`src/swc_pkg.sv`:
```
// shared constants, types and functions for the swirl warp coordinate block
`default_nettype none
package swc_pkg;

	localparam int CoordBits       = 12;
	localparam int CordicStagesDef = 16;
	localparam int DimBits   = 13;
	localparam int TwistBits = 17;
	localparam int CfgIdxBits = 2;
	localparam int CfgDataBits = 17;

	localparam logic [CfgIdxBits-1:0] REG_WIDTH  = 2'd0;
	localparam logic [CfgIdxBits-1:0] REG_HEIGHT = 2'd1;
	localparam logic [CfgIdxBits-1:0] REG_TWIST  = 2'd2;

	localparam logic [DimBits-1:0]   WidthReset  = 13'd640;
	localparam logic [DimBits-1:0]   HeightReset = 13'd480;
	localparam logic [TwistBits-1:0] TwistReset  = 17'h1CCCD;

	// offsets are at most 4096 in magnitude: 14 bit signed
	localparam int OffBits = 14;
	// sum of squares below 2^25
	localparam int SsqBits = 26;
	// radius in Q16, below 2^29
	localparam int RadBits = 29;
	// remainder of the root extraction
	localparam int RemBits = 32;
	// angle in Q32 radians: radius times twist, 47 bit signed
	localparam int AngBits = 47;
	localparam int CordBits = 20;

	localparam logic signed [AngBits-1:0] TwoPi  = 47'sd26986075409;
	localparam logic signed [AngBits-1:0] Pi     = 47'sd13493037705;
	localparam logic signed [AngBits-1:0] HalfPi = 47'sd6746518852;
	localparam logic signed [CordBits-1:0] CordicK = 20'sd39796;

	function automatic logic signed [CordBits-1:0] atan_q16(input int i);
		logic signed [CordBits-1:0] v;
		case (i)
			0: v = 20'sd51472;
			1: v = 20'sd30386;
			2: v = 20'sd16055;
			3: v = 20'sd8150;
			4: v = 20'sd4091;
			5: v = 20'sd2047;
			6: v = 20'sd1024;
			7: v = 20'sd512;
			8: v = 20'sd256;
			9: v = 20'sd128;
			10: v = 20'sd64;
			11: v = 20'sd32;
			12: v = 20'sd16;
			13: v = 20'sd8;
			14: v = 20'sd4;
			15: v = 20'sd2;
			16: v = 20'sd1;
			default: v = '0;
		endcase
		return v;
	endfunction

	// payload carried alongside each cell stage
	typedef struct packed {
		logic signed [OffBits-1:0] x;
		logic signed [OffBits-1:0] y;
		logic [DimBits-1:0]        wd;
		logic [DimBits-1:0]        ht;
	} coord_t;

	typedef struct packed {
		logic signed [CordBits-1:0] cx;
		logic signed [CordBits-1:0] cy;
		logic signed [CordBits-1:0] cz;
		logic                       neg;
	} rot_t;

endpackage
`default_nettype wire

```
`src/swc_cordic_cell.sv`:
```
// one rotation-mode cordic cell
`default_nettype none
module swc_cordic_cell #(
	parameter int Stage = 0
) (
	input  wire             clk,
	input  wire             arst_n,
	input  wire             vld,
	input  wire swc_pkg::rot_t   rot,
	input  wire swc_pkg::coord_t crd,
	output logic            vld_q,
	output swc_pkg::rot_t   rot_q,
	output swc_pkg::coord_t crd_q
);
	import swc_pkg::*;

	localparam logic signed [CordBits-1:0] Atan = atan_q16(Stage);
	logic signed [CordBits-1:0] dx, dy;
	rot_t nxt;

	always_comb begin
		dx = rot.cy >>> Stage;
		dy = rot.cx >>> Stage;
		nxt = rot;
		if (!rot.cz[CordBits-1]) begin
			nxt.cx = rot.cx - dx;
			nxt.cy = rot.cy + dy;
			nxt.cz = rot.cz - Atan;
		end else begin
			nxt.cx = rot.cx + dx;
			nxt.cy = rot.cy - dy;
			nxt.cz = rot.cz + Atan;
		end
	end

	always_ff @(posedge clk or negedge arst_n) begin
		if (!arst_n) vld_q <= 1'b0;
		else vld_q <= vld;
	end

	always_ff @(posedge clk) begin
		rot_q <= nxt;
		crd_q <= crd;
	end

endmodule
`default_nettype wire

```
`config.mk`:
```
export PLATFORM = sky130hd
export DESIGN_NAME = swc_cordic_cell
export DESIGN_NICKNAME = d
export VERILOG_FILES = /design/src/swc_pkg.sv /design/src/swc_cordic_cell.sv
export SDC_FILE = /design/constraint.sdc
export NUM_CORES = 1
export LEC_CHECK = 0
export BUFFER_PORTS_ARGS = -buffer_cell sky130_fd_sc_hd__buf_2
export CORE_MARGIN = 10
export CORE_UTILIZATION = 35
export CTS_CLUSTER_SIZE = 14
export DETAILED_ROUTE_END_ITERATION = 8
export SKIP_CTS_REPAIR_TIMING = 1
export SLEW_MARGIN = 0
export SYNTH_ARGS = -nofsm -noshare
export SYNTH_HDL_FRONTEND = slang
export SYNTH_SLANG_ARGS = --single-unit
```
`constraint.sdc`:
```
create_clock -name clk -period 0.8 [get_ports clk]
set_input_delay 0.08 -clock clk [delete_from_list [all_inputs] [get_ports clk]]
set_output_delay 0.08 -clock clk [all_outputs]
set_load 0.02 [all_outputs]
```
Yosys cells after proc, flatten, opt, wreduce, memory -nomap -nowiden:

Index checks and enable logic that the tools add are counted.

* word-level logic and storage cells: 15
* ROM bits: 0
* bits of input ports: 118
* bits in writable memories: 0
* output and inout port bits: 116
* bits in latches: 0
* memories: 0
* register bits: 116

* divide/modulo/power cells: 0
* reduce and logical (&&, ||, !) cells: 0
* add/subtract/negate cells: 5
* magnitude comparators: 0
* multiplexer cells: 1
* $mul: 0
* eq/ne operators: 0
* shift operators: 0
* bitwise operators: 0

Operators with widths (count)
* 60-bit two-way mux: 1
* 20-bit subtractor: 2
* 20-bit by 17-bit adder with 20-bit output, second input constant: 1
* 20-bit adder: 1
* 20-bit by 17-bit subtractor with 20-bit output, second input constant: 1

Logic depth before layout (Yosys ltp):

* depth after elaboration: 2
* gate-level depth with buffers: 11
* mapped depth without buffers: 10

Worst setup path after synthesis:

OpenSTA, ideal clock, no wires.

* path type: input port to flip-flop
* start: input rot[20] (netlist bit)
* end: register rot_q[19] (netlist bit)
* path buffers: 2
* required time: 728 ps
* path slack: -1771 ps
* stages on the path: 11
* data arrival time: 2499 ps
* cells stage by stage: buf_2 > clkinv_1 > clkbuf_1 > fa_1 > a211oi_1 > nor2_1 > o22a_1 > a41oi_1 > o21ai_0 > a21oi_1 > xnor2_1

RTL lines
* from (decl): RTL line swc_cordic_cell.sv:9 `input wire swc_pkg::rot_t rot,`
* to (signal assigned): RTL line swc_cordic_cell.sv:42 `rot_q <= nxt;`
* to (decl): RTL line swc_cordic_cell.sv:12 `output swc_pkg::rot_t rot_q,`

==> impl_metrics.toml <==
[power]
power_frac_seq_pct = 30.6
switching_share_pct = 32.08
irDropWorstVdd_mv = 1.403
finalPower_w = 0.02327
netSwitchingPower_w = 0.007462
leakage_nw = 5.582
power-per-cell-area_mw_per_mm2 = 1928
internal_power_w = 0.01580
pwr-share-comb_pct = 37.0
pwr-share-clk_pct = 32.3

[floorplan]
start_util_pct = 35.43
die_w_um = 151.9
ioPinCount = 234
dieArea_mm2 = 0.02306
coreArea_mm2 = 0.01718
rows = 48
die_h_um = 151.9

[synth]
synth_edf_count = 0
syn_nets = 849
synth_cells = 656
ys_ff_latch = 115
synth-seq-area-share_pct = 37.91
synthDistinctLibCells = 69
syn_area_per_cell_um2 = 9.277
synth_area_mm2 = 0.006086
synth_area_leaders = "dfxtp_1 38%, ha_1 15%, xnor2_1 6.2%"
synth_top_area_share_pct = 37.50
synthFlopType = "dfxtp_1"
yosys_warnings = 0
yosys.area.top_type = "dfxtp_1"
synth-async-reset-ratio_pct = 0.8696

[sta]
post-route-min-period_ns = 1.726
final-hold-violation-count = 2
rsz0062_at_grt = "true"
slew-limit-headroom_pct = 68.98
finalCritPeriodShare_pct = 215.7
slew_violations = 0
setup_viol = 164
finalHoldWorstSlack_ns = -0.03128
fin_tns_setup_ns = -44.92
worst_pin_slew_ns = 0.4605
setup_ws_ns = -0.9258
fmax_mhz = 579.4

[hold_path]
hold_path.class = "in2reg"
holdPathEnd = "rot_q[20]$_DFF_P_"
hold_depth = 3
min_from = "rot[19]"

[clocking]
clk_path_buf_depth = 2
cts_root_buf = "clkbuf_16"
cts_tree = "built"
htreeDepth = 4
clk_pin_slew_ns = 0.06
cts_sinks = 115
cts_made_buffers = 17

[place]
dpl.hpwl_mm = 18.21
port_buffers = 233
place_ws_ns = -1.459
gp_congestion = 0.9158

[outcome]
outcome = "finished, violations left"
violations = "negative hold slack, negative setup slack"

[detailed_routing]
wl_met3_mm = 1.235
vias = 6716
via_per_inst = 4.801
met1_length_mm = 10.50
firstDrtPassIters = 5
top_layer_used = "met4"
antenna_left = 0
wire_per_inst_um = 18.18
drt-total-wl_mm = 25.43
route.met2.wl_mm = 13.22
drt_drc_violations_left = 0
drt-initial-drc-count = 326

[global_route]
grt.overflow.total = 0
grt_start_max_net_pins = 45
antenna_found_initial = 1
grtUsageTotal_pct = 18.38
grt_pass1_wl_mm = 34.39
grt_pass1_vias = 6573

[cells_and_area]
multi_input_area_mm2 = 0.004141
seq_area_mm2 = 0.002449
fin_util_pct = 70.25
layout.nets = 1353
drive_above_1_share_pct = 60.53
fillCellCount = 1232
area_growth_pct = 98.27
mostFrequentLayoutCells = "193 x buf_4, 135 x buf_6, 113 x dfxtp_2"
layout_commonest_cell = "buf_4"

[setup_path]
worstPathArrival_ns = 2.03
crit_buf_inv = 2
worstPathMaxFanout = 5
critical_path_required_ns = 1.10
endpoint_kind = "flip-flop"
path_delay_family = "simple AND/OR/NAND/NOR gates"
worstSetupPathType = "in2reg"
critPathMaxStageDelay_ns = 0.59
start_kind = "primary input"
cp_cell_sequence = "buf_6 -> ha_4 -> or4_4 -> nor3_4 -> a21boi_4 -> a211oi_4 -> buf_12 -> o31ai_4 -> a21boi_2 -> xor2_1"
crit_slowest_cell = "or4_4"

[flow_run]
maxCapViolations = 0
==> registers in the layout, indices dropped and copies added, names as in the netlist <==
signal and cells:
vld_q 1, crd_q 54, rot_q 60
==> power groups by stage <==
stage,clock (W),sequential (W),combinational (W)
after CTS,0.00768,0.00676,0.00686
after detailed placement,0,0.00687,0.00683
after global placement,0,0.00687,0.00679
final,0.00752,0.00713,0.00861
after floorplan,0,0.00788,0.00276
after global routing,0.00791,0.00720,0.00914
==> synth_stat cells (all sizes together), types with 3 or more instances <==
cell type / instances
dfxtp: 114
ha: 71
inv: 56
a21oi: 55
o21ai: 47
xnor2: 43
nor2: 41
nand2: 35
a21o: 16
buf: 16
nor2b: 16
a211oi: 13
nor3: 10
clkbuf: 7
mux2i: 7
nand3: 7
o211ai: 7
o31ai: 6
or3: 6
xor2: 6
nand4: 5
o21a: 5
a31oi: 4
and3: 4
fa: 4
nand3b: 4
nor4: 4
o21bai: 4
o311ai: 4
o41ai: 4
a21boi: 3
or4: 3
==> per-layer routing <==
metal  global-route usage, %  vias up
li1                        -     3294
met1                   20.48     3146
met2                   32.75      243
met3                   5.080       33
met4                   6.419        0
met5                       0        -
==> how the worst max path moves through the flow <==
stage	from	end	slack [ns]	cells after the start
2_1_floorplan	rot[33]	rot_q[58]$_DFF_P_	-1.12	9
3_3_place_gp	rot[33]	rot_q[58]$_DFF_P_	-1.41	11
3_5_place_dp	rot[33]	rot_q[58]$_DFF_P_	-1.46	11
4_1_cts	rot[33]	rot_q[58]$_DFF_P_	-1.01	11
5_1_grt	rot[41]	rot_q[37]$_DFF_P_	-0.99	11
6_report	rot[54]	rot_q[58]$_DFF_P_	-0.93	10
==> layout make-up <==
type                       count  share of cell area [%]
tap                          225                   2.333
multi-input combinational    461                   34.32
timing repair buffer         508                   35.83
sequential                   115                   20.29
clock inverter                14                   1.275
clock buffer                  18                   3.557
inverter                      57                   2.375
antenna                        1                 0.02074
==> cells by family after synthesis <==
family | synth area share [%]
and+or+nand+nor | 11.72
adders and majority gates | 15.91
buffers and inverters | 5.407
AOI/OAI and AO/OA | 20.85
DFF | 37.91
xor gates and xnor gates | 7.052
muxes | 1.151
==> per-stage QoR <==
| step | instances | cell area, µm² |
|---|---|---|
| 3_3_place_gp | 1284 | 9417 |
| 6_report | 1399 | 12070 |
| 4_1_cts | 1316 | 10000 |
| 2_1_floorplan | 656 | 6646 |
| 5_1_grt | 1399 | 12070 |
| 3_5_place_dp | 1284 | 9417 |
No activity file was read; power rests on OpenSTA's default activity.
