<file path="src/swc_pkg.sv">
// shared constants, types and functions for the swirl warp coordinate block
`default_nettype none
package swc_pkg;

	localparam int CoordBits       = 12;
	localparam int CordicStagesDef = 16;
	localparam int DimBits   = 13;
	localparam int TwistBits = 17;
	localparam int CfgIdxBits = 2;
	localparam int CfgDataBits = 17;

	localparam logic [CfgIdxBits-1:0] REG_WIDTH  = 2'd0;
	localparam logic [CfgIdxBits-1:0] REG_HEIGHT = 2'd1;
	localparam logic [CfgIdxBits-1:0] REG_TWIST  = 2'd2;

	localparam logic [DimBits-1:0]   WidthReset  = 13'd640;
	localparam logic [DimBits-1:0]   HeightReset = 13'd480;
	localparam logic [TwistBits-1:0] TwistReset  = 17'h1CCCD;

	// offsets are at most 4096 in magnitude: 14 bit signed
	localparam int OffBits = 14;
	// sum of squares below 2^25
	localparam int SsqBits = 26;
	// radius in Q16, below 2^29
	localparam int RadBits = 29;
	// remainder of the root extraction
	localparam int RemBits = 32;
	// angle in Q32 radians: radius times twist, 47 bit signed
	localparam int AngBits = 47;
	localparam int CordBits = 20;

	localparam logic signed [AngBits-1:0] TwoPi  = 47'sd26986075409;
	localparam logic signed [AngBits-1:0] Pi     = 47'sd13493037705;
	localparam logic signed [AngBits-1:0] HalfPi = 47'sd6746518852;
	localparam logic signed [CordBits-1:0] CordicK = 20'sd39796;

	function automatic logic signed [CordBits-1:0] atan_q16(input int i);
		logic signed [CordBits-1:0] v;
		case (i)
			0: v = 20'sd51472;
			1: v = 20'sd30386;
			2: v = 20'sd16055;
			3: v = 20'sd8150;
			4: v = 20'sd4091;
			5: v = 20'sd2047;
			6: v = 20'sd1024;
			7: v = 20'sd512;
			8: v = 20'sd256;
			9: v = 20'sd128;
			10: v = 20'sd64;
			11: v = 20'sd32;
			12: v = 20'sd16;
			13: v = 20'sd8;
			14: v = 20'sd4;
			15: v = 20'sd2;
			16: v = 20'sd1;
			default: v = '0;
		endcase
		return v;
	endfunction

	// payload carried alongside each cell stage
	typedef struct packed {
		logic signed [OffBits-1:0] x;
		logic signed [OffBits-1:0] y;
		logic [DimBits-1:0]        wd;
		logic [DimBits-1:0]        ht;
	} coord_t;

	typedef struct packed {
		logic signed [CordBits-1:0] cx;
		logic signed [CordBits-1:0] cy;
		logic signed [CordBits-1:0] cz;
		logic                       neg;
	} rot_t;

endpackage
`default_nettype wire

</file>
<file path="src/swc_sqrt_cell.sv">
// one cell of the digit-by-digit square root chain, two result bits per cell
`default_nettype none
module swc_sqrt_cell (
	input  wire                          clk,
	input  wire                          arst_n,
	input  wire                          vld,
	input  wire [swc_pkg::SsqBits-1:0]   ssq,
	input  wire [swc_pkg::RemBits-1:0]   rem,
	input  wire [swc_pkg::RadBits-1:0]   root,
	input  wire [5:0]                    k0,
	input  wire swc_pkg::coord_t         crd,
	input  wire [swc_pkg::TwistBits-1:0] twist,
	output logic                         vld_q,
	output logic [swc_pkg::SsqBits-1:0]  ssq_q,
	output logic [swc_pkg::RemBits-1:0]  rem_q,
	output logic [swc_pkg::RadBits-1:0]  root_q,
	output swc_pkg::coord_t              crd_q,
	output logic [swc_pkg::TwistBits-1:0] twist_q
);
	import swc_pkg::*;

	logic [RemBits-1:0] r0, r1, t0, t1;
	logic [RadBits-1:0] q0, q1;
	logic [1:0] p0, p1;

	function automatic logic [1:0] pair_of(input logic [SsqBits-1:0] s, input logic [5:0] k);
		logic [1:0] p;
		logic [5:0] sh;
		p  = 2'd0;
		sh = 6'd32 - {k[4:0], 1'b0};
		if (k < 6'd17 && sh < 6'(SsqBits))
			p = 2'(s >> sh);
		return p;
	endfunction

	always_comb begin
		p0 = pair_of(ssq, k0);
		r0 = {rem[RemBits-3:0], p0};
		t0 = {1'b0, root, 2'b01};
		if (r0 >= t0) begin
			r0 = r0 - t0;
			q0 = {root[RadBits-2:0], 1'b1};
		end else begin
			q0 = {root[RadBits-2:0], 1'b0};
		end
		p1 = pair_of(ssq, k0 + 6'd1);
		r1 = {r0[RemBits-3:0], p1};
		t1 = {1'b0, q0, 2'b01};
		if (r1 >= t1) begin
			r1 = r1 - t1;
			q1 = {q0[RadBits-2:0], 1'b1};
		end else begin
			q1 = {q0[RadBits-2:0], 1'b0};
		end
	end

	always_ff @(posedge clk or negedge arst_n) begin
		if (!arst_n) vld_q <= 1'b0;
		else vld_q <= vld;
	end

	always_ff @(posedge clk) begin
		ssq_q   <= ssq;
		rem_q   <= r1;
		root_q  <= q1;
		crd_q   <= crd;
		twist_q <= twist;
	end

endmodule
`default_nettype wire

</file>
<file path="config.mk">
export PLATFORM = sky130hd
export DESIGN_NAME = swc_sqrt_cell
export DESIGN_NICKNAME = d
export VERILOG_FILES = /design/src/swc_pkg.sv /design/src/swc_sqrt_cell.sv
export SDC_FILE = /design/constraint.sdc
export NUM_CORES = 1
export LEC_CHECK = 0
export BUFFER_PORTS_ARGS = -buffer_cell sky130_fd_sc_hd__buf_2
export CELL_PAD_IN_SITES_DETAIL_PLACEMENT = 1
export CELL_PAD_IN_SITES_GLOBAL_PLACEMENT = 2
export CORE_UTILIZATION = 29
export CTS_CLUSTER_DIAMETER = 150
export DETAILED_ROUTE_END_ITERATION = 16
export PLACE_DENSITY = 0.86
export SLEW_MARGIN = 10
export SYNTH_ARGS = -nofsm -noshare
export SYNTH_HDL_FRONTEND = slang
export SYNTH_SLANG_ARGS = --single-unit
</file>
<file path="constraint.sdc">
create_clock -name clk -period 0.8 [get_ports clk]
set_input_delay 0.12 -clock clk [delete_from_list [all_inputs] [get_ports clk]]
set_output_delay 0.12 -clock clk [all_outputs]
set_load 0.05 [all_outputs]
</file>
**Word-level counts from Yosys, hierarchy flattened**

Index checks and enable logic that the tools add are counted.

- Register bits: 159
- Bits of input ports: 167
- Output and inout port bits: 159
- Word-level logic and storage cells: 30

- $add $sub $neg: 5
- Magnitude comparators: 6
- Shifts and indexed selects: 2
- Multiplexer cells: 6
- Reduce and logical (&&, ||, !) cells: 2

Operators by type and width:

| operator | number |
|---|---|
| 32-bit by 31-bit greater-or-equal comparator with 1-bit output | 2 |
| 26-bit by 6-bit >> shifter with 2-bit output | 2 |
| 32-bit 2-to-1 mux | 1 |
| 32-bit by 31-bit subtractor with 32-bit output | 1 |
| 30-bit 2-to-1 mux | 1 |
| 30-bit subtractor | 1 |
| 6-bit by 5-bit less-than comparator with 1-bit output (second input constant) | 4 |
| 6-bit subtractor (first input constant) | 2 |
| 6-bit by 1-bit adder with 6-bit output (second input constant) | 1 |
| 2-bit 2-to-1 mux | 2 |
| 1-bit logical AND | 2 |
| 1-bit 2-to-1 mux | 2 |

**Longest topological paths before layout**

Gate-level depths: netlist of run 1.

- Word-level depth: 8
- Gate-level depth with buffers: 36
- Depth with buffers taken out: 29

**Least setup slack after synthesis of run 1**

No wires, ideal clock.

- Kind: input port to flip-flop
- From: input port k0[0]
- To: register rem_q[10] in the netlist's numbering
- Library setup time: 0.121 ns
- Data arrival time: 6.533 ns
- Data required time: 0.679 ns
- Setup slack: -5.855 ns
- Stages: 34
- Path buffers: 9
- Cells stage by stage: buf_6 > clkinv_1 > ha_1 > buf_2 > mux4_2 > a211o_1 > nand3_2 > ha_1 > nor2b_1 > o2111ai_1 > nand4_1 > a2111o_1 > and2_1 > clkbuf_1 > inv_2 > buf_2 > buf_1 > buf_1 > nand2_1 > o31ai_1 > ha_1 > clkbuf_1 > and4_1 > nand3_1 > nor3_1 > nor2b_1 > o21ai_0 > a31oi_1 > o21ai_0 > nor2_1 > or3_1 > buf_6 > buf_8 > mux2_4

- Word-level cells in the longest chain between the ends: 8
- Elaborated cells on any way between the ends: 20
- Classes of those cells: 5 x add/sub; 6 x order compare; 2 x shift; 5 x mux; 2 x reduce/logical

Ends and longest elaborated chain:

| item | RTL line | source |
|---|---|---|
| from (decl) | swc_sqrt_cell.sv:10 | `input wire [5:0] k0,` |
| 6-bit subtractor | swc_sqrt_cell.sv:30 | `sh = 6'd32 - {k[4:0], 1'b0};` |
| 6-bit by 5-bit less-than comparator with 1-bit output | swc_sqrt_cell.sv:31 | `if (k < 6'd17 && sh < 6'(SsqBits))` |
| 1-bit logical AND | swc_sqrt_cell.sv:31 |  |
| 2-bit 2-to-1 mux | swc_sqrt_cell.sv:31 |  |
| 30-bit subtractor or 32-bit by 31-bit greater-or-equal comparator with 1-bit output (tied branches) | swc_sqrt_cell.sv:41, swc_sqrt_cell.sv:40 |  |
| 30-bit 2-to-1 mux or 1-bit 2-to-1 mux (tied branches) | swc_sqrt_cell.sv:40 | `if (r0 >= t0) begin` |
| 32-bit by 31-bit subtractor with 32-bit output or 32-bit by 31-bit greater-or-equal comparator with 1-bit output (tied branches) | swc_sqrt_cell.sv:50, swc_sqrt_cell.sv:49 |  |
| 32-bit 2-to-1 mux * | swc_sqrt_cell.sv:49 | `if (r1 >= t1) begin` |
| net r1[10] | swc_sqrt_cell.sv:22 | `logic [RemBits-1:0] r0, r1, t0, t1;` |
| to (signal assigned) | swc_sqrt_cell.sv:64 | `rem_q <= r1;` |
| to (decl) | swc_sqrt_cell.sv:15 | `output logic [swc_pkg::RemBits-1:0] rem_q,` |

Mark *: on every way through the listed nets, which the timed path passes. The rest lies on a longest branch.

**Final worst setup path of run 1**

- From: input port k0[0]
- To: register rem_q[27] in the netlist's numbering

The elaborated chain is that of the path after synthesis.

==> results.md, run 1 <==
- Outcome: finished, violations left
- Violations in the final reports: setup timing
- Final worst-path cycle share: 8.40
- Effective utilization at floorplan: 0.296
- Via count normalized by instance count: between 5 and 6
- EDFF count, synth: 0
- Sinks on the clock net: 159
- Leading cell types by total area after synthesis: sky130_fd_sc_hd__dfxtp_1, sky130_fd_sc_hd__ha_1, sky130_fd_sc_hd__mux2_4, sky130_fd_sc_hd__a21oi_1, sky130_fd_sc_hd__nand2_1
- Reg power frac: 0.235
- Average instance area after synthesis: approximately 9.4 um2
- Inserted Clock Buffers: 17
- Level count of the clock H-tree: 4
- Worst slack on hold paths: 75.1 ps
- Final setup slack of the worst path: -5920 ps
- Maximum count of clock buffers along a single path: 2
- Tot GR Track Use: 0.338
- Delay of the slowest critical-path stage: 590 ps
- Min Clock Period, post-route: between 6000 and 7000 ps
- Share of synthesized registers carrying an async set or reset: 0.00629
- Clock-pin slew on the worst setup and hold paths: ~90 ps
- Final core utilization: 0.608
- Number of nets in the final layout: 1931
- Pre-Repair DR Iteration Count: 8
- Critical path's slowest cell: sky130_fd_sc_hd__a31oi_2
- Final-report setup violation count: a little under 200
- Share of the synthesized area in the top cell type: 0.371
- Antenna violations before repair: 10
- Crit end category: register
- Switching Fraction: 0.450
- Synthesized net count: 1142
- Wire length of the first global-routing pass: 77100 um
- I/O Pins: 326
- Most used flip-flop cell after synthesis: sky130_fd_sc_hd__dfxtp_1
- Endpoint arrival time on the critical path: 7080 ps
- Cell-internal power: 25.3 mW
- Main combinational cell family by area after synthesis: compound AO/OA/AOI/OAI gates
- Number of failing hold endpoints at the final stage: 0
- Post-route total power: 46.1 mW
- Synth-to-layout area growth: 105%
- Routability Congestion: 0.894
- Maximum VDD drop: 0.00196 V
- Post-Syn Instances: 911
- Layout Cells excl Fill: 2109
- Post-synth top cells: sky130_fd_sc_hd__dfxtp_1, sky130_fd_sc_hd__nand2_1, sky130_fd_sc_hd__ha_1, sky130_fd_sc_hd__a21oi_1, sky130_fd_sc_hd__o21ai_0
- Fraction of final layout cells sized beyond drive strength 1: 0.595
- Placed cell count: 1878
- Share of cell area taken by muxes after synthesis: 0.0916
- Class of the most critical setup path: in2reg
- Setup Slack @ Placement: -5950 ps
- Slew at the pin closest to its max-slew limit: approximately 1200 ps
- Logic gate share of total power: 0.567
- Proportion of synthesized chip area in sequential cells: 0.373
- Number of nets with antenna violations after detailed routing: 0
- Cell type with the highest occurrence count on the critical path: sky130_fd_sc_hd__buf_4
- Number of port buffers: 323
- Simple-gate share of the synthesized area: 0.153
- Placement Rows: 62
- Pin count of the biggest net entering global routing: 19
- Max Cap Viol: 0
- NetSw: 20.7 mW
- Post-synth design cell area: 8540 um2
- DR vias: 12557
- Number of global-route vias before repair: 12373
- Part of the power in the clock network: 0.198
- Power density over cell area: 2630 nW/um2
- Max-Slew Margin vs Limit: 0.200
- Post-synth cell types: between 80 and 90
- GRT overflow: 0
- Category of the worst setup path launch point: input port
- Classification of the worst-slack hold path: in2reg
- Post-synthesis adder-cell area fraction: 0.0938
- Die ar.: between 30000 and 40000 um2
- Wire length after detailed routing: between 60000 and 70000 um
- Data required time at the worst endpoint: 1150 ps
- Highest clock frequency the design can meet: 0.149 GHz
- Setup repair after global routing missed its margin: yes
- Area fraction in compound gates after synthesis: 0.195
- Synth warn: 0
- X dimension of the die: around 170 um
- WL per Instance: between 30 and 40 um
- DRC errors left: 0
- TritonCTS clock tree: built
- Number of register bits inferred by synthesis: 159
- Clk root buf: sky130_fd_sc_hd__clkbuf_16
- Worst-path maximum fanout: 6
- Die Ht: 174 um
- Slew Limit Fails: 0
- Iteration-0 DRC Markers: 1098
- Half-perimeter wire length after placement: between 20000 and 30000 um
- Cell type contributing the most total cell area after synthesis: sky130_fd_sc_hd__dfxtp_1
- Share of the synthesized netlist area taken by xor and xnor gates: 0.0492
- Core Region: 28900 um2
- Cell with the most instances after synthesis: sky130_fd_sc_hd__dfxtp_1
- Total leakage power: 8.25 nW
-- worst paths after layout --
path                          from   endpoint  slack, ps  cells after the start
max                          k0[0]  rem_q[27]      -5920                     31
min                        rem[13]  rem_q[17]         80                      3
max in group asynchronous   arst_n      vld_q        150                      3
min in group asynchronous   arst_n      vld_q        530                      3
-- layout by cell type (no fill, tap or decap), types with 15 or more instances in the layout --
| cell | n |
|---|---|
| sky130_fd_sc_hd__buf_4 | 335 |
| sky130_fd_sc_hd__buf_2 | 162 |
| sky130_fd_sc_hd__dfxtp_2 | 149 |
| sky130_fd_sc_hd__buf_8 | 130 |
| sky130_fd_sc_hd__dlygate4sd3_1 | 127 |
| sky130_fd_sc_hd__nand2_1 | 76 |
| sky130_fd_sc_hd__ha_1 | 53 |
| sky130_fd_sc_hd__a21oi_1 | 51 |
| sky130_fd_sc_hd__inv_1 | 46 |
| sky130_fd_sc_hd__nor2_1 | 45 |
| sky130_fd_sc_hd__buf_6 | 40 |
| sky130_fd_sc_hd__o21ai_0 | 36 |
| sky130_fd_sc_hd__mux2_4 | 27 |
| sky130_fd_sc_hd__a21o_1 | 25 |
| sky130_fd_sc_hd__xnor2_1 | 25 |
| sky130_fd_sc_hd__xor2_1 | 22 |
| sky130_fd_sc_hd__clkbuf_16 | 19 |
| sky130_fd_sc_hd__and3_1 | 15 |
-- flip-flops by register name (all words and copies together), names as in the netlist --
name / count
twist_q: 17
crd_q: 54
root_q: 29
rem_q: 32
vld_q: 1
ssq_q: 26
-- per-layer routing --
layer | global-route usage | up-vias | wire (um)
met1 | 0.356 | 5999 | 22400
met5 | 0 | - | 53
li1 | - | 4912 | -
met4 | 0.199 | 8 | 7880
met3 | 0.0649 | 557 | 7680
met2 | 0.622 | 1081 | 30400
-- power by group through the flow --
stage	clock [mW]	combinational, mW	sequential, mW
final	9.11	26.1	10.8
after detailed placement	0	18.1	9.95
after global routing	9.34	26.6	10.9
after CTS	8.56	22.2	10.5
after global placement	0	17.7	9.98
after floorplan	0	7.43	13.8
-- repair_timing --
| item | CTS | global route |
|---|---|---|
| resized for setup | 661 | 101 |
| endpoints found under the setup margin | 193 | 193 |
| endpoints found under the hold margin | 126 | 0 |
| hold buffers | 127 | 0 |
| gates cloned | 4 | 2 |
| pin swaps | 40 | 44 |
| buffers inserted | 33 | 28 |
-- final cells by class --
cell class | count | area [um2]
well taps | 384 | 480
repair buffers | 807 | 7280
diodes | 12 | 30.0
fillers | 3108 | 11300
clock inverters | 15 | 168
multi-input cells | 665 | 5540
flip-flops and latches | 159 | 3410
inverters | 50 | 213
clock buffers | 17 | 425
-- logic make-up after synthesis --
group,count (synthesis)
simple gates,254
compound gates,248
flops,159
buf+inv,87
fa+ha+maj,64
mux,51
xor+xnor,48
-- worst max-delay path: cells and delay by family --
family	cells	cell delay, ps
xor gates and xnor gates	1	130
AOI/OAI and AO/OA	9	3120
and+or+nand+nor	9	1620
muxes	1	280
buffers and inverters	9	1270
adders and majority gates	2	510
-- per-stage QoR --
step / cell area [um2] / setup TNS, ps
6_report: 17500 / -235280
5_1_grt: 17500 / -235990
3_3_place_gp: 12900 / -187580
2_1_floorplan: 8670 / -167030
4_1_cts: 16900 / -202320
3_5_place_dp: 12900 / -197520
(Power assumes the default switching activity.)
==> run 2: changes to the inputs <==
--- a/config.mk
+++ b/config.mk
@@ -12,6 +12,7 @@
 export CTS_CLUSTER_DIAMETER = 150
 export DETAILED_ROUTE_END_ITERATION = 16
 export PLACE_DENSITY = 0.86
+export RECOVER_POWER = 25
 export SLEW_MARGIN = 10
 export SYNTH_ARGS = -nofsm -noshare
 export SYNTH_HDL_FRONTEND = slang
==> run 2 against run 1 <==
- the run still ends with setup timing left
- worst hold slack got worse by 0.76 ps
- critical endpoint unchanged
- critical path type unchanged
- fmax fell by 0.18%
- worst setup slack got worse by 12 ps
- combinational power barely moved
- power barely moved
- routed wire length barely moved
- sequential share of layout area barely moved
- non-clock buffer count did not move
- clock-buffer cell count did not move
- global-route usage did not move
==> results.md, run 2 (synthesis gave the netlist of run 1 again) <==
- Outcome: finished, violations left
- Violations in the final reports: setup timing
- Post-Place Cell Area: 12900 um2
- GRT overflow: 0
- Top reg by flops: crd_q
- Tot GR Track Use: 0.338
- DRC errors left: 0
- Crit end category: register
- Final core utilization: 0.608
- Final setup slack of the worst path: -5930 ps
- Synth-to-layout area growth: 105%
- Non-Filler Cell Area, Final: 17500 um2
- Routed wl met2: 30600 um
- Inserted Clock Buffers: 17
- Setup Slack @ Placement: -5950 ps
- Clock-pin slew on the worst setup and hold paths: ~90 ps
- Post-route total power: 46.1 mW
- Largest register FFs: 54
- Commonest cells after routing, fill and taps aside: sky130_fd_sc_hd__buf_4, sky130_fd_sc_hd__buf_2, sky130_fd_sc_hd__dfxtp_2, sky130_fd_sc_hd__buf_8, sky130_fd_sc_hd__dlygate4sd3_1
- Endpoint arrival time on the critical path: 7090 ps
- Category of the worst setup path launch point: input port
- Slew Limit Fails: 0
- Clk root buf: sky130_fd_sc_hd__clkbuf_16
- Wire length of the first global-routing pass: 77100 um
- Number of port buffers: between 300 and 400
- X dimension of the die: ~170 um
- Most frequent standard cell in the layout excluding fill and tap cells: sky130_fd_sc_hd__buf_4
- Delay of the slowest critical-path stage: slightly below 600 ps
- Max Cap Viol: 0
- Fraction of final layout cells sized beyond drive strength 1: 0.594
- Routability Congestion: 0.894
- Met3 routed WL: about 7700 um
- Cell type with the highest occurrence count on the critical path: sky130_fd_sc_hd__buf_4
- Maximum count of clock buffers along a single path: 2
- Min-Delay Path Depth: 3
- Class of the most critical setup path: in2reg
- Die Ht: approximately 170 um
- Sinks on the clock net: 159
- Placement Rows: 62
- Via count normalized by instance count: approximately 6.0
- Number of nets in the final layout: 1931
- Wire length after detailed routing: 68500 um
- Top layer in use: met5
- Final-report setup violation count: 194
- Max-Slew Margin vs Limit: 0.199
- WL per Instance: 32.5 um
- Pre-Repair DR Iteration Count: 8
- Critical path's slowest cell: sky130_fd_sc_hd__a31oi_2
- Highest clock frequency the design can meet: 0.148 GHz
- Biggest registers after layout: crd_q (54), rem_q (32), root_q (29)
- Antenna violations before repair: 10
- Pin count of the biggest net entering global routing: 19
- Number of nets with antenna violations after detailed routing: 0
- Number of stages on the worst setup path: 31
- TritonCTS clock tree: built
- Classification of the worst-slack hold path: in2reg
- Met1 layer wirelength in the final routing: 22400 um
- Die ar.: 30100 um2
- Half-perimeter wire length after placement: 28900 um
- I/O Pins: 326
- Slew at the pin closest to its max-slew limit: approximately 1200 ps
- Effective utilization at floorplan: 0.296
- Power density over cell area: 2630 nW/um2
- Setup repair after global routing missed its margin: yes
- DR vias: approximately 13000
- Core Region: 28900 um2
- Number of inserted filler cells in the final layout: 3111
- Iteration-0 DRC Markers: ~1100
- Number of global-route vias before repair: approximately 12000
- Final worst-path cycle share: 8.42
- Worst-path maximum fanout: 6
- Cell family with most CP delay: compound AO/OA/AOI/OAI gates
- Maximum VDD drop: 0.00196 V
- Total leakage power: 8.24 nW
- Number of failing hold endpoints at the final stage: 0
- Min Clock Period, post-route: 6730 ps
- Setup tns final: -235190 ps
- Level count of the clock H-tree: 4
- Data required time at the worst endpoint: roughly 1200 ps
- Number of buffer and inverter stages on the critical path: 9
## run 2: worst min-delay path, delay by kind of cell
family,cells,cell delay (ps)
mux,2,310
buf+inv,1,100
## run 2: path summary, 6_finish.rpt
check                      startpoint         to  slack (ps)
max                             k0[0]  rem_q[27]       -5930
min                           rem[13]  rem_q[17]          70
max in group asynchronous      arst_n      vld_q         150
min in group asynchronous      arst_n      vld_q         530
## run 2: repair_timing
action | 4_1_cts | 5_1_grt
buffers inserted | 33 | 28
endpoints found under the hold margin | 126 | 0
pin swaps | 40 | 44
endpoints found under the setup margin | 193 | 193
resized for setup | 661 | 101
hold buffers | 127 | 0
cloned | 4 | 2
## run 2: per-stage QoR
stage | hold slack, ps | std cells
floorplan | -176 | 911
global placement | -105 | 1878
detailed placement | -102 | 1878
CTS | 93.9 | 2072
global route | 96.8 | 2106
finish | 74.4 | 2109
## run 2: power breakdown
part / switching, mW / internal [mW]
Sequential: 1.37 / 9.48
Clock: 4.90 / 4.22
Combinational: 14.5 / 11.6
Total: 20.7 / 25.3
## run 2: cell type report
cell class,count,area (um2),share of cell area
clock buffer,17,425,0.0243
clock inverter,15,168,0.00956
inverter,50,213,0.0121
sequential,159,3410,0.194
tap,384,480,0.0274
antenna,12,30.0,0.00171
timing repair buffer,807,7270,0.415
multi-input combinational,665,5540,0.316
## run 2: metal layers
metal	global-route usage	vias up
met3	0.0649	540
met1	0.356	6018
met5	0	-
met2	0.622	1078
met4	0.199	8
li1	-	4912
==> run 3: changes to the inputs <==
--- a/config.mk
+++ b/config.mk
@@ -13,6 +13,7 @@
 export DETAILED_ROUTE_END_ITERATION = 16
 export PLACE_DENSITY = 0.86
 export RECOVER_POWER = 25
+export SETUP_SLACK_MARGIN = 0.2
 export SLEW_MARGIN = 10
 export SYNTH_ARGS = -nofsm -noshare
 export SYNTH_HDL_FRONTEND = slang
==> run 3 against run 2 <==
- the run still ends with setup timing left
- worst setup slack worse by 270 ps
- fmax is 3.9% lower
- sequential power hardly changed
- first-iteration DRC count is 4.7% higher
- critical endpoint is now rem_q[29]
- sequential share of layout area is 0.27 points lower
- critical path depth is 2 higher
- routed wire length is 2.9% lower
- power is 2.3% higher
- final area is 0.71% higher
==> results.md, run 3 (synthesis gave the netlist of run 1 again) <==
- Logic gate share of total power: 0.564
- Setup repair after global routing missed its margin: yes
- Slew at the pin closest to its max-slew limit: roughly 1400 ps
- Routability Congestion: between 0.8 and 0.9
- Placement Rows: 62
- WL per Instance: 31.4 um
- Wire length after detailed routing: ~66000 um
- Worst slack on hold paths: about 40 ps
- Final setup slack of the worst path: -6210 ps
- Worst-path maximum fanout: 8
- Pre-Repair DR Iteration Count: 6
- Max Cap Viol: 0
- Synth-to-layout area growth: 107%
- Endpoint arrival time on the critical path: 7350 ps
- Half-perimeter wire length after placement: 29500 um
- Critical path's slowest cell: sky130_fd_sc_hd__a211oi_2
- Biggest registers after layout: crd_q (54), rem_q (32), root_q (29)
- Via count normalized by instance count: 5.84
- Setup Slack @ Placement: -5890 ps
- Part of the power in the clock network: 0.209
- Crit end category: register
- Fraction of final layout cells sized beyond drive strength 1: 0.587
- Inserted Clock Buffers: 17
- DRC errors left: 0
- NetSw: ~21 mW
- Core Region: 28900 um2
- Level count of the clock H-tree: 4
- Violations in the final reports: setup timing
- Power density over cell area: roughly 2700 nW/um2
- Maximum VDD drop: 0.00194 V
- Clock-pin slew on the worst setup and hold paths: 80 ps
- Largest register FFs: 54
- Final worst-path cycle share: 8.76
- Sinks on the clock net: between 150 and 200
- Die ar.: roughly 30000 um2
- Total leakage power: 8.32 nW
- Data required time at the worst endpoint: 1150 ps
- Max-Slew Margin vs Limit: 0.0399
- Number of global-route vias before repair: 12181
- Switching Fraction: 0.442
- Die Ht: 174 um
- Crit path from: k0[1]
- Reg power frac: 0.227
- Post-route total power: 47.1 mW
- Wire length of the first global-routing pass: 74700 um
- Iteration-0 DRC Markers: 1150
- Category of the worst setup path launch point: input port
- Highest clock frequency the design can meet: 0.143 GHz
- I/O Pins: roughly 330
- Post-Place Cell Area: 13200 um2
- Delay of the slowest critical-path stage: 740 ps
- Outcome: finished, violations left
- Pin count of the biggest net entering global routing: 17
- TritonCTS clock tree: built
- Tot GR Track Use: 0.324
- Non-Filler Cell Area, Final: 17700 um2
- Number of inserted filler cells in the final layout: 3092
- Slew Limit Fails: 0
- Clk root buf: sky130_fd_sc_hd__clkbuf_16
- Most frequent standard cell in the layout excluding fill and tap cells: sky130_fd_sc_hd__buf_4
- DR vias: 12352
- Setup tns final: -251950 ps
- X dimension of the die: 174 um
- Maximum count of clock buffers along a single path: 2
- Number of nets with antenna violations after detailed routing: 0
- Classification of the worst-slack hold path: in2async
- Class of the most critical setup path: in2reg
- Effective utilization at floorplan: 0.296
- Cell type with the highest occurrence count on the critical path: sky130_fd_sc_hd__buf_12
- Top reg by flops: crd_q
- Number of nets in the final layout: 1936
- Min Clock Period, post-route: approximately 7000 ps
- Antenna violations before repair: 8
- Final-report setup violation count: 193
- Number of port buffers: between 300 and 400
- Commonest cells after routing, fill and taps aside: sky130_fd_sc_hd__buf_4, sky130_fd_sc_hd__dfxtp_2, sky130_fd_sc_hd__buf_2, sky130_fd_sc_hd__buf_8, sky130_fd_sc_hd__dlygate4sd3_1
- Cell-internal power: 26.3 mW
- GRT overflow: 0
- Number of failing hold endpoints at the final stage: 0
## run 3: cell count changes in the layout (fill, tap and decap cells not counted), moves of 7 or more
| cell | before | now |
|---|---|---|
| sky130_fd_sc_hd__a21oi_2 | 9 | 17 |
| sky130_fd_sc_hd__dfxtp_4 | 9 | 0 |
| sky130_fd_sc_hd__clkbuf_1 | 3 | 15 |
| sky130_fd_sc_hd__buf_8 | 130 | 139 |
| sky130_fd_sc_hd__a21oi_1 | 51 | 44 |
| sky130_fd_sc_hd__dlygate4sd3_1 | 127 | 119 |
| sky130_fd_sc_hd__buf_2 | 159 | 148 |
| sky130_fd_sc_hd__dfxtp_2 | 149 | 157 |
| sky130_fd_sc_hd__buf_6 | 40 | 30 |
## run 3: metrics by stage
stage	instances	util
after floorplan	911	-
after global placement	1894	0.456
after detailed placement	1894	0.456
after CTS	2089	0.595
after global routing	2108	0.612
final	2114	0.612
## run 3: timing repair
action	CTS	global route
cloned	5	0
endpoints found under the setup margin	193	200
resized for setup	544	90
setup buffers	32	13
hold buffers	126	0
pin swaps	49	27
hold endpoints to repair	126	0
## run 3: power groups by stage
| stage | Combinational (mW) | Sequential [mW] | Clock, mW |
|---|---|---|---|
| 2_1_floorplan | 7.43 | 14.0 | 0 |
| 3_3_place_gp | 18.1 | 10.0 | 0 |
| 3_5_place_dp | 18.5 | 10.0 | 0 |
| 4_1_cts | 22.7 | 10.5 | 9.22 |
| 5_1_grt | 27.0 | 10.7 | 10.1 |
| 6_report | 26.5 | 10.7 | 9.86 |
## run 3: final timing paths
check	slack, ps	endpoint
min in group clk	80	rem_q[17]
max in group asynchronous	620	vld_q
setup / recovery	-6210	rem_q[29]
hold / removal	40	vld_q
## run 3: area by class of cell
type	count	area [um2]	area share
multi-input combinational	665	5550	0.314
tap	384	480	0.0272
sequential	159	3390	0.192
inverter	50	208	0.0118
clock inverter	14	198	0.0112
antenna	12	30.0	0.00170
timing repair buffer	811	7370	0.417
clock buffer	18	429	0.0243
timing repair inverter	1	8.76	0.000496
## run 3: worst max-delay path, delay by kind of cell
family | cells | cell delay (ps)
AOI/OAI and AO/OA | 11 | 3320
and+or+nand+nor | 9 | 1510
buffers and inverters | 9 | 1190
adders and majority gates | 3 | 830
muxes | 1 | 320
## run 3: layer usage
layer,global-route usage,up-vias,wire length (um),part of all wire
met1,0.360,6019,22500,0.34
li1,-,4919,-,-
met5,0,-,54,0.00081
met4,0.151,2,7010,0.11
met3,0.0596,465,6350,0.096
met2,0.596,947,30600,0.46
